**src/rtl/lpg_pkg.sv**
```systemverilog
package lpg_pkg;

  typedef struct packed {
    logic load;
    logic step;
  } axis_ctrl_t;

  typedef enum logic [1:0] {
    ST_IDLE = 2'b01,
    ST_EMIT = 2'b10
  } lpg_state_t;

endpackage

```
**src/rtl/lpg_axis.sv**
```systemverilog
module lpg_axis
  import lpg_pkg::*;
#(
  parameter int COORD_BITS = 6
) (
  input  logic                  clk,
  input  axis_ctrl_t            ctrl,
  input  logic [COORD_BITS-1:0] start_c,
  input  logic [COORD_BITS-1:0] end_c,
  input  logic [COORD_BITS-1:0] span,
  output logic [COORD_BITS-1:0] point
);

  localparam int RW = COORD_BITS + 3;

  // The coordinate is the quotient of a running numerator over twice the span;
  // the remainder stays in [0, 2N) and the quotient moves by at most one a step.
  logic signed [COORD_BITS:0] d_r, d_nxt;
  logic signed [RW-1:0]       rem_r, rem_nxt;
  logic [COORD_BITS-1:0]      q_r, q_nxt;
  logic signed [RW-1:0]       twice_n;
  logic signed [RW-1:0]       sum;

  assign twice_n = $signed({2'b00, span, 1'b0});
  assign sum     = rem_r + $signed({{(RW-COORD_BITS-2){d_r[COORD_BITS]}}, d_r, 1'b0});

  always_comb begin
    d_nxt   = d_r;
    rem_nxt = rem_r;
    q_nxt   = q_r;
    if (ctrl.load) begin
      d_nxt   = $signed({1'b0, end_c}) - $signed({1'b0, start_c});
      rem_nxt = $signed({3'b000, span});
      q_nxt   = start_c;
    end else if (ctrl.step) begin
      if (sum >= twice_n) begin
        rem_nxt = sum - twice_n;
        q_nxt   = q_r + 1'b1;
      end else if (sum < 0) begin
        rem_nxt = sum + twice_n;
        q_nxt   = q_r - 1'b1;
      end else begin
        rem_nxt = sum;
      end
    end
  end

  always_ff @(posedge clk) begin
    d_r   <= d_nxt;
    rem_r <= rem_nxt;
    q_r   <= q_nxt;
  end

  assign point = q_r;

endmodule

```
**src/rtl/line_point_generator_unit.sv**
```systemverilog
// Latency: the first point is offered in the cycle after the request beat.
// Throughput: a request of span N yields N+1 points; the per-axis stepper produces
// one point a cycle while the output does not stall, and in_tready is low until
// the last point is taken, so a new request waits until the last point is taken.
// Reset: synchronous, active low; it returns the sequencer to idle.
module line_point_generator_unit
  import lpg_pkg::*;
#(
  parameter int COORD_BITS = 6
) (
  input  logic                                 clk,
  input  logic                                 rst_n,
  input  logic                                 in_tvalid,
  output logic                                 in_tready,
  // start_x, start_y, end_x, end_y, zero fill
  input  logic [((4*COORD_BITS+7)/8)*8-1:0]    in_tdata,
  output logic                                 out_tvalid,
  input  logic                                 out_tready,
  // point_x, point_y, zero fill
  output logic [((2*COORD_BITS+7)/8)*8-1:0]    out_tdata,
  output logic                                 out_tlast
);

  localparam int OUT_W = ((2*COORD_BITS+7)/8)*8;

  lpg_state_t            state_r, state_nxt;
  logic [COORD_BITS-1:0] span_r, span_nxt;
  logic [COORD_BITS-1:0] k_r, k_nxt;
  logic [COORD_BITS-1:0] start_x, start_y, end_x, end_y;
  logic [COORD_BITS-1:0] adx, ady, span_in;
  logic [COORD_BITS-1:0] point_x, point_y;
  logic                  in_beat, out_beat, is_last;
  axis_ctrl_t            ctrl;

  assign start_x = in_tdata[COORD_BITS-1:0];
  assign start_y = in_tdata[2*COORD_BITS-1:COORD_BITS];
  assign end_x   = in_tdata[3*COORD_BITS-1:2*COORD_BITS];
  assign end_y   = in_tdata[4*COORD_BITS-1:3*COORD_BITS];

  assign adx     = (end_x > start_x) ? end_x - start_x : start_x - end_x;
  assign ady     = (end_y > start_y) ? end_y - start_y : start_y - end_y;
  assign span_in = (adx > ady) ? adx : ady;

  assign in_tready  = (state_r == ST_IDLE);
  assign out_tvalid = (state_r == ST_EMIT);
  assign in_beat    = in_tvalid && in_tready;
  assign out_beat   = out_tvalid && out_tready;
  assign is_last    = (k_r == span_r);

  assign ctrl.load = in_beat;
  assign ctrl.step = out_beat && !is_last;

  always_comb begin
    state_nxt = state_r;
    span_nxt  = span_r;
    k_nxt     = k_r;
    case (state_r)
      ST_IDLE: begin
        if (in_beat) begin
          state_nxt = ST_EMIT;
          span_nxt  = span_in;
          k_nxt     = '0;
        end
      end
      ST_EMIT: begin
        if (out_beat) begin
          if (is_last) begin
            state_nxt = ST_IDLE;
          end else begin
            k_nxt = k_r + 1'b1;
          end
        end
      end
      default: begin
        state_nxt = ST_IDLE;
      end
    endcase
  end

  always_ff @(posedge clk) begin
    if (!rst_n) begin
      state_r <= ST_IDLE;
    end else begin
      state_r <= state_nxt;
    end
  end

  always_ff @(posedge clk) begin
    span_r <= span_nxt;
    k_r    <= k_nxt;
  end

  lpg_axis #(.COORD_BITS(COORD_BITS)) u_axis_x (
    .clk     (clk),
    .ctrl    (ctrl),
    .start_c (start_x),
    .end_c   (end_x),
    .span    (in_beat ? span_in : span_r),
    .point   (point_x)
  );

  lpg_axis #(.COORD_BITS(COORD_BITS)) u_axis_y (
    .clk     (clk),
    .ctrl    (ctrl),
    .start_c (start_y),
    .end_c   (end_y),
    .span    (in_beat ? span_in : span_r),
    .point   (point_y)
  );

  assign out_tdata = {{(OUT_W-2*COORD_BITS){1'b0}}, point_y, point_x};
  assign out_tlast = is_last;

endmodule

```
**config.mk**
```make
export PLATFORM = sky130hd
export DESIGN_NAME = line_point_generator_unit
export DESIGN_NICKNAME = d
export VERILOG_FILES = /design/src/rtl/lpg_pkg.sv /design/src/rtl/lpg_axis.sv /design/src/rtl/line_point_generator_unit.sv
export SDC_FILE = /design/constraint.sdc
export NUM_CORES = 1
export LEC_CHECK = 0
export BUFFER_PORTS_ARGS = -buffer_cell sky130_fd_sc_hd__buf_2
export CORE_MARGIN = 2
export CORE_UTILIZATION = 50
export DETAILED_ROUTE_END_ITERATION = 7
export PLACE_DENSITY = 0.64
export REMOVE_ABC_BUFFERS = 1
export SYNTH_ARGS = -nofsm -noshare
export SYNTH_HDL_FRONTEND = slang
export SYNTH_SLANG_ARGS = --single-unit
export TNS_END_PERCENT = 20
```
**constraint.sdc**
```tcl
create_clock -name clk -period 9.62 [get_ports clk]
set_clock_uncertainty 0.2 [all_clocks]
set_input_delay 1.443 -clock clk [delete_from_list [all_inputs] [get_ports clk]]
set_output_delay 1.443 -clock clk [all_outputs]
set_load 0.02 [all_outputs]
```
# Word level (Yosys, flattened, before mapping)
# Index checks and enable logic that the tools add are counted.
dict set report totals {
  wordCells 82
  regBits 58
  output_inout_bits 19
  inputBits 28
}
dict set report classes {
  magnitude_cmp 7
  mux 28
  reduce_logical 12
  n_addsub 17
  n_eq_ne 7
}
# cell n
set op_table {}
lappend op_table {{$mux W6} 19}
lappend op_table {{$add A9 B8 Y9} 4}
lappend op_table {{$mux W9} 4}
lappend op_table {{$sub A6 B6 Y6} 4}
lappend op_table {{$add A6 B1 Y6 const B} 3}
lappend op_table {{$ge A9 B8 Y1} 2}
lappend op_table {{$gt A6 B6 Y1} 3}
lappend op_table {{$lt A9 B1 Y1 const B} 2}
lappend op_table {{$sub A9 B8 Y9} 2}
lappend op_table {{$sub A6 B6 Y7} 2}
lappend op_table {{$pmux W6 S2} 1}
lappend op_table {{$sub A6 B1 Y6 const B} 2}
lappend op_table {{$eq A6 B6 Y1} 1}
lappend op_table {{$mux W2} 3}
lappend op_table {{$ne A2 B1 Y1 const B} 3}
lappend op_table {{$reduce_bool A3 Y1} 2}
lappend op_table {{$pmux W2 S2} 1}
lappend op_table {{$reduce_and A2 Y1} 2}
lappend op_table {{$reduce_and A4 Y1} 1}
lappend op_table {{$reduce_bool A2 Y1} 2}
lappend op_table {{$logic_and A1 B1 Y1} 3}
lappend op_table {{$reduce_and A3 Y1} 1}
lappend op_table {{$eq A2 B1 Y1 const B} 1}
lappend op_table {{$eq A2 B2 Y1 const B} 1}
lappend op_table {{other kinds (2)} 2}

# Longest topological paths before layout
dict set report depth {
  depth_word 10
  depth_mapped 33
  depth_no_buf 32
}

# Modules after synthesis
# Synthesis repeated with hierarchy kept, for this count alone.
dict set report hier_totals {
  hier_cells 741
  area_unflattened_um2 6706.4
}
# mod area_each_um2 seq_area_each_um2 cells_each instances
set modules_own_cells {}
lappend modules_own_cells {{lpg_axis at u_axis_x} 2431.1 630.6 263 1}
lappend modules_own_cells {{lpg_axis at u_axis_y} 2404.8 630.6 263 1}
lappend modules_own_cells {line_point_generator_unit 1870.5 400.4 215 1}

# Worst setup path before layout
# No wires, ideal clock.
dict set report synth_path {
  path_kind {input -> register}
  startpoint {input in_tdata[2]}
  endpoint {register u_axis_x.q_r[5], in the netlist u_axis_x.point[5], data pin}
  setup_time_ns 0.269
  t_required_ns 9.151
  n_path_buf 2
  arrival_time_ns 7.221
  cell_stages 33
  setup_slack_ns 1.930
  path_cell_list {inv_1 ha_1 buf_4 o21a_1 o31ai_4 a21oi_4 mux2i_1 inv_1 ha_1 nor2b_1 o21ai_0 a21oi_1 o31ai_2 nor2_1 a211oi_1 a21o_1 ha_1 inv_1 fa_1 a211oi_1 o21ai_1 o21a_1 or3_1 buf_2 nand2_1 ha_1 a21o_1 a21oi_1 o21bai_1 a21oi_1 xnor2_1 xnor2_1 a21oi_1}
}
dict set report synth_between {
  elab_chain_cells 9
  word_cells_on_any_way 11
  cone_classes {add/sub (2); order compare (3); mux (6)}
}
# element line
set synth_lines {}
lappend synth_lines {{from (decl)} line_point_generator_unit.sv:16} ;# input logic [((4*COORD_BITS+7)/8)*8-1:0] in_tdata,
lappend synth_lines {{$sub A6 B6 Y6 or $gt A6 B6 Y1 (tied branches)} line_point_generator_unit.sv:40} ;# assign adx = (end_x > start_x) ? end_x - start_x : start_x - end_x;
lappend synth_lines {{$mux W6 (*)} line_point_generator_unit.sv:40}
lappend synth_lines {{$gt A6 B6 Y1} line_point_generator_unit.sv:42} ;# assign span_in = (adx > ady) ? adx : ady;
lappend synth_lines {{$mux W6 (*)} line_point_generator_unit.sv:42}
lappend synth_lines {{$mux W6 (*)} --}
lappend synth_lines {{net u_axis_x.span[0]} lpg_axis.sv:10} ;# input logic [COORD_BITS-1:0] span,
lappend synth_lines {{$ge A9 B8 Y1 (*)} lpg_axis.sv:36} ;# if (sum >= twice_n) begin
lappend synth_lines {{$mux W6 (*)} lpg_axis.sv:36}
lappend synth_lines {{$mux W6 (*)} lpg_axis.sv:35} ;# end else if (ctrl.step) begin
lappend synth_lines {{$mux W6 (*)} lpg_axis.sv:31} ;# if (ctrl.load) begin
lappend synth_lines {{net u_axis_x.q_nxt[5]} lpg_axis.sv:20} ;# logic [COORD_BITS-1:0] q_r, q_nxt;
lappend synth_lines {{to (signal assigned)} lpg_axis.sv:51} ;# q_r <= q_nxt;
lappend synth_lines {{to (decl)} lpg_axis.sv:20}
# The timed path passes the listed nets; every way through them passes the cells marked *. The select of a mux whose other input is x is not followed.
# A chain may end at the register's enable or synchronous reset.

# Worst setup path in the final report
dict set report layout_path {
  startpoint {input in_tdata[1]}
  endpoint {register u_axis_x.q_r[5], in the netlist u_axis_x.point[5], data pin}
}
# Same word-level chain as after synthesis.

==> flow_summary.toml <==
[synth]
synth-edff-count = 49
synth.distinct_cells = 70
ys_ff_latch = 57
yosysTopAreaCellShare_pct = 25.0
async_flop_share_pct = 0
synth_area_per_cell_sq_um = 9.09
seq_area_frac_synth_pct = 27.7
syn_inst = 649
ys.flop_type = "edfxtp_1"
yosys-top-cells-count = "ha_1, inv_1, a21oi_1"
ys_warn_count = 0
synth_most_common_cell = "ha_1"
synth_area_sq_mm = 0.00590
yosysTopAreaCell = "edfxtp_1"
synth_area_leaders = "edfxtp_1, ha_1, a21oi_1"

[power]
cellLeakagePower_nw = 2.94
power.density_mw_per_mm2 = 397
peakVddDrop_v = 0.000233

[route]
ant_nets = 0
drtPass1Iterations = 5
finalWirelength_microns = 13800
dr.first_iter.drc_count = 234
vias = 4780
viasPerCell = 5.75
wl_per_cell_microns = 16.7
drc_errors = 0

[run_status]
status = "finished clean"

[setup_path]
critical_path_class = "in2reg"
slowest_delay_ps = 550
startpoint_type = "primary input"
cp_max_fo = 9
crit_buf_inv = 4
crit_family = "compound AO/OA/AOI/OAI gates"
critPathSlowestCell = "or3_1"
worst_setup_path_end_kind = "register"
required_ps = 9480
crit_arrival_ps = 8280

[clock_tree]
cts_made_buffers = 9
clk_pin_slew_ps = 50
clockBufferDepth = 2
ctsResizeCount = 0
post-cts-setup-buffer-count = 0
cts_tree = "done"
worstSkewPairLatency_ps = 330
cts_sinks = 57
cts_root_buf = "clkbuf_16"
postCtsHoldBufs = 0
htreeDepth = 3

[floorplanning]
start_util_pct = 51.4
core_sq_mm = 0.0115
die_w_microns = 113
dieArea_sq_mm = 0.0127
die_h_microns = 113
rows = 39
io_pins = 47

[grt]
antenna_found_initial = 0
grt_max_degree = 40
grt_usage_pct = 22.6
grt_pass1_wl_microns = 22900
gr-total-overflow = 0
grt_pass1_vias = 4745

[sta]
fin_crit_ps = 8420
tightest_slew_ps = 1260
min_period_over_period_pct = 87.5
final-max-slew-violation-count = 0
maxSlewHeadroom_pct = 15.4
finalHoldViolCount = 0
setup_viol = 0
tns_ps = 0
rsz0062_at_grt = "false"
fmax_ghz = 0.119

[final_layout]
fillers = 1011
drive_above_1_share_pct = 10.9
nets = 798
final_cell_count_no_fill = 831
diodes = 0
syn2layout_area_growth_pct = 10.2

[flow_run]
drv_cap = 0

[place]
gp_congestion = 0.950
dp_cells = 815
post-dp-hpwl_microns = 10900
port_buffers = 42

[hold_path]
hold_path.class = "reg2reg"
cells by family after synthesis:
kind of cell | after synthesis | share of synthesized area (%)
AOI/OAI and AO/OA | 198 | 21.9
and+or+nand+nor | 134 | 12.1
buffers and inverters | 98 | 6.70
adders and majority gates | 87 | 20.0
DFF | 57 | 27.7
xor gates and xnor gates | 54 | 8.02
muxes | 20 | 3.54
other | 1 | 0.0636
metrics by stage:
stage	hold WS [ps]	area (sq um)	util (%)	setup WS (ps)	power, mW
2_1_floorplan	248	5790	-	1820	1.87
3_3_place_gp	295	6200	54.1	1070	2.21
3_5_place_dp	291	6200	54.1	869	2.24
4_1_cts	310	6500	56.7	1210	2.58
5_1_grt	324	6500	56.7	471	2.83
6_report	304	6500	56.7	1200	2.58
final cells by class:
| type | count | area [sq um] | area share [%] |
|---|---|---|---|
| clock buffers | 12 | 278 | 4.27 |
| inverters | 73 | 274 | 4.22 |
| repair buffers | 45 | 233 | 3.58 |
| multi-input cells | 497 | 3880 | 59.7 |
| clock inverters | 4 | 23.8 | 0.366 |
| well taps | 143 | 179 | 2.75 |
| flip-flops and latches | 57 | 1630 | 25.1 |
cell usage in the layout (no fill, tap or decap), drive strengths merged, types with 10 or more instances in the layout:
master  instances
a21o           21
a21oi          72
buf            45
clkbuf         12
edfxtp         49
fa             12
ha             75
inv            73
mux2i          16
nand2          19
nor2           44
nor2b          12
nor3           10
o21a           15
o21ai          42
xnor2          31
xor2           23
state kept, by name (all words and copies together), names as in the netlist, 6 cells and up:
register / cells
u_axis_x.point: 6
u_axis_x.rem_r: 8
u_axis_x.d_r: 7
span_r: 6
u_axis_y.rem_r: 9
u_axis_y.point: 6
u_axis_y.d_r: 7
k_r: 6
path summary, 6_finish.rpt:
kind	cells after the start	slack (ps)	to	from
worst max-delay path	32	1200	u_axis_x.point[5]	in_tdata[1]
worst min-delay path	1	300	u_axis_y.rem_r[8]	u_axis_y.rem_r[8]
worst min register to register	1	300	u_axis_y.rem_r[8]	u_axis_y.rem_r[8]
worst max register to register	22	2850	u_axis_x.point[5]	state_r[0]
metal layers:
metal	vias up	wire (microns)	GRT usage, %
met5	-	0	0
met4	0	433	9.76
met3	29	515	3.78
met2	117	6620	37.8
met1	2256	6280	28.9
li1	2378	-	-
report_power, final:
part	internal, mW	leakage (nW)	total (mW)	switching [mW]
combinational	0.794	2.25	1.84	1.05
clock	0.203	0.153	0.320	0.117
sequential	0.380	0.538	0.421	0.0405
Note: power is estimated with default switching activity, not from simulation.
